--- src/hdl/ftrb_pkg.sv ---
`timescale 1ns / 1ps
`default_nettype none
package ftrb_pkg;

  localparam int RING_DEPTH_DEF = 256;
  localparam int CHANNELS_DEF   = 2;

  localparam int LEN_W  = 9;
  localparam int BYTE_W = 8;

  localparam logic [1:0] CMD_BEGIN = 2'd0;
  localparam logic [1:0] CMD_DATA  = 2'd1;
  localparam logic [1:0] CMD_POP   = 2'd2;

  localparam logic [1:0] ST_OK         = 2'd0;
  localparam logic [1:0] ST_BAD_LENGTH = 2'd1;
  localparam logic [1:0] ST_NO_SPACE   = 2'd2;
  localparam logic [1:0] ST_NOT_OPEN   = 2'd3;

  localparam logic [BYTE_W-1:0] LF_BYTE = 8'h0A;
  localparam logic [BYTE_W-1:0] CR_BYTE = 8'h0D;

  typedef struct packed {
    logic [1:0]        cmd;
    logic              channel;
    logic [LEN_W-1:0]  msg_length;
    logic              framed;
    logic [BYTE_W-1:0] data_byte;
  } in_item_t;

  typedef struct packed {
    logic [1:0]        status;
    logic [7:0]        accepted_count;
    logic [BYTE_W-1:0] tx_byte;
    logic              tx_valid;
  } out_item_t;

  // one write port per ring bank
  typedef struct packed {
    logic              en;
    logic [BYTE_W-1:0] data;
  } bank_wr_t;

  typedef struct packed {
    logic en;
    logic bank;
  } rd_req_t;

endpackage
`default_nettype wire

--- src/hdl/ftrb_ctrl.sv ---
`timescale 1ns / 1ps
`default_nettype none
module ftrb_ctrl #(
  parameter int RING_DEPTH = ftrb_pkg::RING_DEPTH_DEF,
  parameter int CHANNELS   = ftrb_pkg::CHANNELS_DEF,
  localparam int CH_W      = (CHANNELS > 1) ? $clog2(CHANNELS) : 1,
  localparam int PTR_W     = $clog2(RING_DEPTH),
  localparam int RAM_AW    = CH_W + PTR_W - 1
) (
  input  wire logic                     clk,
  input  wire logic                     rst_n,
  input  wire logic                     item_vld,
  input  wire ftrb_pkg::in_item_t       item,
  output ftrb_pkg::out_item_t           result,
  output ftrb_pkg::bank_wr_t [1:0]      wr,
  output logic [1:0][RAM_AW-1:0]        wr_addr,
  output ftrb_pkg::rd_req_t             rd,
  output logic [RAM_AW-1:0]             rd_addr
);

  localparam int MASK   = RING_DEPTH - 1;
  localparam int CMP_W  = ((PTR_W > ftrb_pkg::LEN_W) ? PTR_W : ftrb_pkg::LEN_W) + 2;

  typedef logic [PTR_W-1:0]           ptr_t;
  typedef logic [ftrb_pkg::LEN_W-1:0] len_t;

  ptr_t put_r   [CHANNELS];
  ptr_t put_nxt [CHANNELS];
  ptr_t get_r   [CHANNELS];
  ptr_t get_nxt [CHANNELS];
  ptr_t wi_r    [CHANNELS];
  ptr_t wi_nxt  [CHANNELS];
  len_t left_r  [CHANNELS];
  len_t left_nxt[CHANNELS];
  logic [CHANNELS-1:0] open_r;
  logic [CHANNELS-1:0] open_nxt;
  logic [CHANNELS-1:0] frm_r;
  logic [CHANNELS-1:0] frm_nxt;

  logic                        ch_ok;
  logic [CH_W-1:0]             ch;
  ptr_t                        put;
  ptr_t                        get;
  ptr_t                        wi;
  ptr_t                        occ;
  ptr_t                        a0;
  ptr_t                        a1;
  logic                        en0;
  logic                        en1;
  logic [ftrb_pkg::BYTE_W-1:0] d0;
  logic [CMP_W-1:0]            len_c;
  logic [CMP_W-1:0]            limit_c;
  logic [CMP_W-1:0]            need_c;

  assign ch_ok = 32'(item.channel) < 32'(CHANNELS);
  assign ch    = CH_W'(item.channel);
  assign put   = put_r[ch];
  assign get   = get_r[ch];
  assign wi    = wi_r[ch];
  assign occ   = put - get;

  assign len_c   = CMP_W'(item.msg_length);
  assign limit_c = item.framed ? CMP_W'(MASK - 2) : CMP_W'(MASK);
  assign need_c  = len_c + (item.framed ? CMP_W'(2) : CMP_W'(0)) + CMP_W'(occ);

  always_comb begin
    put_nxt  = put_r;
    get_nxt  = get_r;
    wi_nxt   = wi_r;
    left_nxt = left_r;
    open_nxt = open_r;
    frm_nxt  = frm_r;
    result   = '0;
    en0      = 1'b0;
    en1      = 1'b0;
    a0       = wi;
    d0       = item.data_byte;
    rd       = '0;
    rd_addr  = {ch, get[PTR_W-1:1]};
    rd.bank  = get[0];
    if (item_vld) begin
      if (!ch_ok) begin
        result.status = ftrb_pkg::ST_NOT_OPEN;
      end else begin
        unique case (item.cmd)
          ftrb_pkg::CMD_BEGIN: begin
            open_nxt[ch] = 1'b0;
            if (len_c == '0 || len_c > limit_c) begin
              result.status = ftrb_pkg::ST_BAD_LENGTH;
            end else if (need_c >= CMP_W'(MASK)) begin
              result.status = ftrb_pkg::ST_NO_SPACE;
            end else begin
              wi_nxt[ch]            = put + ptr_t'(item.framed);
              left_nxt[ch]          = item.msg_length;
              frm_nxt[ch]           = item.framed;
              open_nxt[ch]          = 1'b1;
              en0                   = item.framed;
              a0                    = put;
              d0                    = ftrb_pkg::LF_BYTE;
              result.accepted_count = item.msg_length[7:0];
            end
          end
          ftrb_pkg::CMD_DATA: begin
            if (!open_r[ch] || left_r[ch] == '0) begin
              result.status = ftrb_pkg::ST_NOT_OPEN;
            end else begin
              en0          = 1'b1;
              left_nxt[ch] = left_r[ch] - len_t'(1);
              wi_nxt[ch]   = wi + ptr_t'(1);
              if (left_r[ch] == len_t'(1)) begin
                // close the message: append CR if framed, then commit put
                en1          = frm_r[ch];
                wi_nxt[ch]   = wi + (frm_r[ch] ? ptr_t'(2) : ptr_t'(1));
                put_nxt[ch]  = wi + (frm_r[ch] ? ptr_t'(2) : ptr_t'(1));
                open_nxt[ch] = 1'b0;
              end
            end
          end
          ftrb_pkg::CMD_POP: begin
            if (get != put) begin
              rd.en           = 1'b1;
              result.tx_valid = 1'b1;
              get_nxt[ch]     = get + ptr_t'(1);
            end
          end
          default: begin
          end
        endcase
      end
    end
  end

  // consecutive ring positions fall in opposite banks
  assign a1 = a0 + ptr_t'(1);

  always_comb begin
    for (int b = 0; b < 2; b++) begin
      if (a0[0] == 1'(b)) begin
        wr[b].en   = en0;
        wr[b].data = d0;
        wr_addr[b] = {ch, a0[PTR_W-1:1]};
      end else begin
        wr[b].en   = en1;
        wr[b].data = ftrb_pkg::CR_BYTE;
        wr_addr[b] = {ch, a1[PTR_W-1:1]};
      end
    end
  end

  always_ff @(posedge clk) begin
    if (!rst_n) begin
      for (int c = 0; c < CHANNELS; c++) begin
        put_r[c]  <= '0;
        get_r[c]  <= '0;
        wi_r[c]   <= '0;
        left_r[c] <= '0;
      end
      open_r <= '0;
      frm_r  <= '0;
    end else begin
      put_r  <= put_nxt;
      get_r  <= get_nxt;
      wi_r   <= wi_nxt;
      left_r <= left_nxt;
      open_r <= open_nxt;
      frm_r  <= frm_nxt;
    end
  end

endmodule
`default_nettype wire

--- config.mk ---
export PLATFORM = sky130hd
export DESIGN_NAME = ftrb_ctrl
export DESIGN_NICKNAME = d
export VERILOG_FILES = /design/src/hdl/ftrb_pkg.sv /design/src/hdl/ftrb_ctrl.sv
export SDC_FILE = /design/constraint.sdc
export NUM_CORES = 1
export LEC_CHECK = 0
export ABC_AREA = 1
export BUFFER_PORTS_ARGS = -buffer_cell sky130_fd_sc_hd__buf_2
export CAP_MARGIN = 25
export CORE_MARGIN = 2
export CORE_UTILIZATION = 53
export DETAILED_ROUTE_END_ITERATION = 8
export GPL_ROUTABILITY_DRIVEN = 0
export PLACE_DENSITY_LB_ADDON = 0.25
export SETUP_SLACK_MARGIN = 0.15
export SYNTH_ARGS = -nofsm -noshare
export SYNTH_HDL_FRONTEND = slang
export SYNTH_SLANG_ARGS = --single-unit
--- constraint.sdc ---
create_clock -name clk -period 9.1 [get_ports clk]
set_input_delay 2.275 -clock clk [delete_from_list [all_inputs] [get_ports clk]]
set_output_delay 2.275 -clock clk [all_outputs]
set_load 0.005 [all_outputs]
==> reports/metrics.cfg, run 1 <==
[status]
status=complete, no violations

[clock_network]
htreeDepth=3
clkTransAtPathRegs_ps=50
cts_tree=built
cts-buffers-inserted=9
clk_latency_ps=340
ctsRootBufferMaster=clkbuf_16
cts_sinks=70
hold_buffers=0
cts_buffer_depth=2

[place]
placed_cells=1116
port_buffers=78
place_area_um2=6620
place_hpwl_um=12300
place_ws_ps=117

[timing]
period_share_pct=96.1
max_slew_margin_pct=42.8
slew_viol_final=0
setup_ws_ps=359
worstMarginPinSlew_ps=857
setup_viol=0
fin_tns_setup_ps=0
finalCriticalPeriod_ps=8740
finalHoldViolations=0
max_freq_mhz=114
rsz0062_at_grt=false
clock_skew_ps=6.97

[worst_setup_path]
arrival_ps=6470
crit_buf_inv=6
endpoint_kind=primary output
timing.rr.end=wi_r[0]
crit_start=item[18]
crit_cells=26
crit_type=in -> out
cp.required_ps=6830
rrSetupSlack_ps=4800
worstRegToRegCells=18
slowest_stage=fa_2
max_stage_delay_ps=520
crit_end=wr_addr[1]
start_kind=primary input
r2r-start=put_r[0]
cp_max_fo=8
critPathTopFamily=adder cells

[grt]
grt-busiest-layer=met2
grtUsageMet2_pct=45.8
grt_first_pass_wirelength_um=26500
groute.usage.overall_pct=27.9
met1_usage_pct=36.8
grt_pass1_vias=5481
grt_antenna_before_repair=0
grt_max_degree=52
gr-total-overflow=0
met3_usage_pct=5.23

[detailed_routing]
drc=0
ant_nets=0
post_drt_wl_per_cell_um=14.9
dr.pass1.iters=5
routed_via_density=5.46
vias=6218
finalWirelength_um=16900
drt-initial-drc-count=533

[finish]
most-common-layout-cells=nand2_1 (149), inv_1 (114), o21ai_0 (81)
nNetsFinal=1055
layout_commonest_cell=nand2_1
diodes=0
drive_above_1_share_pct=24.3
syn2layout_area_growth_pct=20.7
fin_area_um2=7220
stdcell_count=1139
fill_cells=980

[yosys]
async_flop_share_pct=0
synth_cell_type_count=48
ys_seq_area_share_pct=23.4
netlist_instances=894
synth_edf_count=0
ys_warn_count=0
synth_area_um2=5980
synthFlopType=dfxtp_1
avgSynthCellArea_um2=6.69
synth_seq_cells=70

[floorplan]
rows=38
ios=87
die_x_um=110
fp.dieArea_um2=12200
coreArea_um2=10900
die_h_um=110
start_util_pct=54.7

[power]
powerDensity_nw_per_um2=160
ir_drop_mv=0.130
power.leakage_nw=3.40

[run]
drv_cap=0

[min_path]
hold_path_depth=2
hp-class=reg -> reg

[metrics by stage]
stage	hold WS [ps]	utilization, %	power [W]
2_1_floorplan	424	-	0.000571
3_3_place_gp	438	60.5	0.000667
3_5_place_dp	441	60.5	0.000670
4_1_cts	450	64.0	0.00112
5_1_grt	473	66.0	0.00121
6_report	449	66.0	0.00116
[Yosys cell counts, types with 3 or more instances]
| cell | count | share of area [%] |
|---|---|---|
| o21a_1 | 3 | 0.38 |
| clkbuf_1 | 11 | 0.69 |
| xor2_1 | 28 | 4.1 |
| inv_2 | 8 | 0.50 |
| nor2_4 | 3 | 0.56 |
| dfxtp_1 | 70 | 23 |
| nor2_1 | 76 | 4.8 |
| nand2_2 | 11 | 1.2 |
| nor3_1 | 6 | 0.50 |
| o211ai_1 | 4 | 0.50 |
| buf_2 | 10 | 0.84 |
| nand3_4 | 3 | 0.88 |
| nor3_2 | 6 | 1.0 |
| buf_4 | 15 | 1.9 |
| inv_1 | 116 | 7.3 |
| nand4_1 | 11 | 1.2 |
| ha_1 | 33 | 6.9 |
| nor2_2 | 6 | 0.63 |
| nand2_8 | 3 | 1.0 |
| a21oi_1 | 64 | 5.4 |
| o21ai_1 | 23 | 1.9 |
| o21ai_0 | 91 | 7.6 |
| nand3_1 | 43 | 3.6 |
| or2_2 | 10 | 1.0 |
| buf_6 | 9 | 1.7 |
| a22oi_1 | 3 | 0.38 |
| o22ai_1 | 21 | 2.2 |
| xnor2_1 | 11 | 1.6 |
| nand2_1 | 157 | 9.9 |
| fa_1 | 4 | 1.3 |
| o21ai_2 | 8 | 1.2 |
| a21oi_2 | 8 | 1.2 |
[layer usage]
layer,routed length (um),vias up
met5,0,-
met4,356,0
met3,1320,32
met2,8080,229
met1,7180,2836
li1,-,3121
[how the worst min path moves through the flow]
stage / endpoint / start / slack, ps
floorplan: left_r[17] / left_r[17] / 420
global placement: left_r[17] / left_r[17] / 440
detailed placement: left_r[17] / left_r[17] / 440
CTS: left_r[17] / left_r[17] / 450
global route: left_r[14] / left_r[14] / 470
finish: left_r[6] / left_r[6] / 450
[worst min-delay path, delay by kind of cell (launching register included)]
kind / cells / cell delay, ps
compound gates: 1 / 50
flops: 1 / 290
buf+inv: 1 / 60
[registers in the layout (all words and copies together) (netlist names), named ones only]
register	flops
wi_r	16
frm_r	2
left_r	18
get_r	16
put_r	16
[repair_timing]
item | CTS | global route
setup buffers | 0 | 6
cloned | 0 | 1
pin swaps | 1 | 16
endpoints found under the setup margin | 8 | 13
gates resized for setup | 2 | 36
[power breakdown]
group          switching, W  total [W]  internal [W]
Sequential       0.00000434   0.000320      0.000315
Combinational      0.000228   0.000386      0.000158
Clock              0.000139   0.000450      0.000311
Total              0.000371    0.00116      0.000784
[kinds of logic (layout without fill, tap and decap cells)]
kind of cell,Yosys count,count (layout),share of synthesized area (%)
simple gates,340,340,27.0
buf+inv,171,269,13.1
fa+ha+maj,37,37,8.24
mux,2,2,0.335
flops,70,70,23.4
xor+xnor,39,39,5.71
compound gates,234,234,22.1
other cells,1,8,0.0627
[cell type report]
type | count | area (um^2) | area share [%]
Clock buffer | 11 | 253 | 3.50
Clock inverter | 5 | 129 | 1.79
Inverter | 125 | 477 | 6.60
Multi-Input combinational cell | 660 | 3980 | 55.1
Sequential cell | 70 | 1400 | 19.4
Tap cell | 140 | 175 | 2.43
Timing Repair Buffer | 128 | 806 | 11.2
Note: power is estimated with default switching activity, not from simulation.
==> inputs of run 2 (changes only) <==
- MAX_ROUTING_LAYER: unset -> met4
- PLACE_DENSITY: unset -> 0.8
- PLACE_DENSITY_LB_ADDON: 0.25 -> unset
==> reports/metrics.cfg, run 2 (same netlist as run 1, synthesis figures left out) <==
[status]
status=complete, no violations

[timing]
slew_viol_final=0  ; unchanged
max_slew_margin_pct=41.3  ; -1.5 points
period_share_pct=97.5  ; +1.4 points
fin_tns_setup_ps=0  ; unchanged
setup_viol=0  ; unchanged
finalHoldViolations=0  ; unchanged
clock_skew_ps=8.76  ; +1.79 ps
worstMarginPinSlew_ps=881  ; +23.6 ps
finalCriticalPeriod_ps=8870  ; +130 ps
max_freq_mhz=113  ; -1.5%
rsz0062_at_grt=true
fin_hold_ws_ps=456  ; +7.18 ps

[finish]
multi_input_area_um2=4020  ; +1.1%
drive_above_1_share_pct=24.6  ; +0.25 points
ff_latch_area_um2=1400  ; unchanged
most-common-layout-cells=nand2_1 (148), inv_1 (112), o21ai_0 (81)
largest_reg_flops=18  ; unchanged
nNetsFinal=1045  ; -0.95%
top_register=left_r
layout_commonest_cell=nand2_1
diodes=0  ; unchanged
stdcell_count=1129  ; -0.88%
syn2layout_area_growth_pct=19.7
fin_area_um2=7160  ; -0.80%
fill_cells=943  ; -3.8%

[grt]
groute.usage.overall_pct=28.6  ; +0.72 points
grt_first_pass_wirelength_um=26600  ; +0.42%
grt_max_degree=52  ; unchanged
grt_antenna_before_repair=0  ; unchanged
grt_pass1_vias=5568  ; +1.6%
gr-total-overflow=0  ; unchanged

[floorplan]
ios=87  ; unchanged
start_util_pct=54.7  ; unchanged
die_x_um=110  ; unchanged
rows=38  ; unchanged
coreArea_um2=10900  ; unchanged
die_h_um=110  ; unchanged
fp.dieArea_um2=12200  ; unchanged

[worst_setup_path]
timing.rr.end=wi_r[2]
endpoint_kind=primary output
r2r-start=get_r[2]
worstRegToRegCells=25  ; +7
cp_max_fo=7  ; -1
rrSetupSlack_ps=4910  ; +110 ps
cp.required_ps=6830  ; about the same
crit_end=wr_addr[5]
path_common_cell=nand2_1
max_stage_delay_ps=510  ; about the same
slowest_stage=fa_2
start_kind=primary input
crit_type=in -> out
crit_start=item[18]
arrival_ps=6600  ; +130 ps

[power]
clock_power_share_pct=37.1  ; -1.8 points
power_frac_comb_pct=34.0  ; +0.6 points
power.leakage_nw=3.34  ; -1.9%
powerDensity_nw_per_um2=154  ; -3.7%
ir_drop_mv=0.129  ; -0.59%
seqPwrFrac_pct=28.9  ; +1.3 points
p_sw_w=0.000372  ; +0.19%
internal-power_w=0.000732  ; -6.6%
power_w=0.00110  ; -4.4%
p_sw_share_pct=33.7  ; +1.6 points

[place]
port_buffers=78  ; unchanged
place_hpwl_um=12200  ; -0.29%
placed_cells=1105  ; -0.99%
place_area_um2=6530  ; -1.2%

[detailed_routing]
ant_nets=0  ; unchanged
drt-initial-drc-count=470  ; -12%
post_drt_wl_per_cell_um=15.5  ; +4.0%
dr.pass1.iters=6  ; +1
finalWirelength_um=17500  ; +3.1%
vias=6382  ; +2.6%
routed_via_density=5.65  ; +3.5%
drc=0  ; unchanged

[min_path]
hp-class=reg -> reg

[clock_network]
clkTransAtPathRegs_ps=60  ; about the same
cts_tree=built
cts_buffer_depth=2  ; unchanged
cts_sinks=70  ; unchanged
htreeDepth=3  ; unchanged
cts-buffers-inserted=9  ; unchanged
ctsRootBufferMaster=clkbuf_16
hold_buffers=0  ; unchanged
clk_latency_ps=340  ; about the same

[run]
drv_cap=0  ; unchanged

[run 2: repair_timing]
action                     in CTS  in global routing
buffers inserted                0                  7
setup endpoints to repair       0                 17
gates resized for setup         0                 55
[run 2: layout make-up]
class	count	share of cell area [%]
multi-input combinational	660	56.1
sequential	70	19.6
timing repair buffer	118	10.4
inverter	125	6.67
clock buffer	11	3.25
tap	140	2.45
clock inverter	5	1.50
[run 2: metal layers]
layer  wire, um  up-vias  global-route usage (%)
met2       8480      299                    47.3
met4        444        0                    9.55
met1       6950     2944                    35.4
met3       1600       42                    5.00
li1           -     3097                       -
met5          0        -                       -
[run 2: power by group through the flow]
stage | clock (W) | combinational, W | sequential [W]
floorplan | 0 | 0.000247 | 0.000325
global placement | 0 | 0.000330 | 0.000326
detailed placement | 0 | 0.000337 | 0.000326
CTS | 0.000410 | 0.000340 | 0.000319
global route | 0.000422 | 0.000413 | 0.000320
finish | 0.000409 | 0.000375 | 0.000320
[run 2: worst max-delay path: cells and delay by family]
family,cells,cell delay [ps]
fa+ha+maj,5,1790
simple gates,16,1690
buf+inv,6,740
compound gates,1,70
[run 2: stage by stage]
stage          worst slack [ps]  utilization [%]
2_1_floorplan               164                -
3_3_place_gp                328             59.7
3_5_place_dp                193             59.7
4_1_cts                     183             62.8
5_1_grt                    25.9             65.5
6_report                    229             65.5
[run 2: worst min-delay path by stage]
stage / cells past startpoint / from / slack [ps] / endpoint
floorplan: 2 / left_r[17] / 420 / left_r[17]
global placement: 2 / left_r[17] / 440 / left_r[17]
detailed placement: 2 / left_r[17] / 440 / left_r[17]
CTS: 2 / left_r[17] / 450 / left_r[17]
global route: 2 / get_r[3] / 470 / get_r[3]
finish: 2 / left_r[4] / 460 / left_r[4]
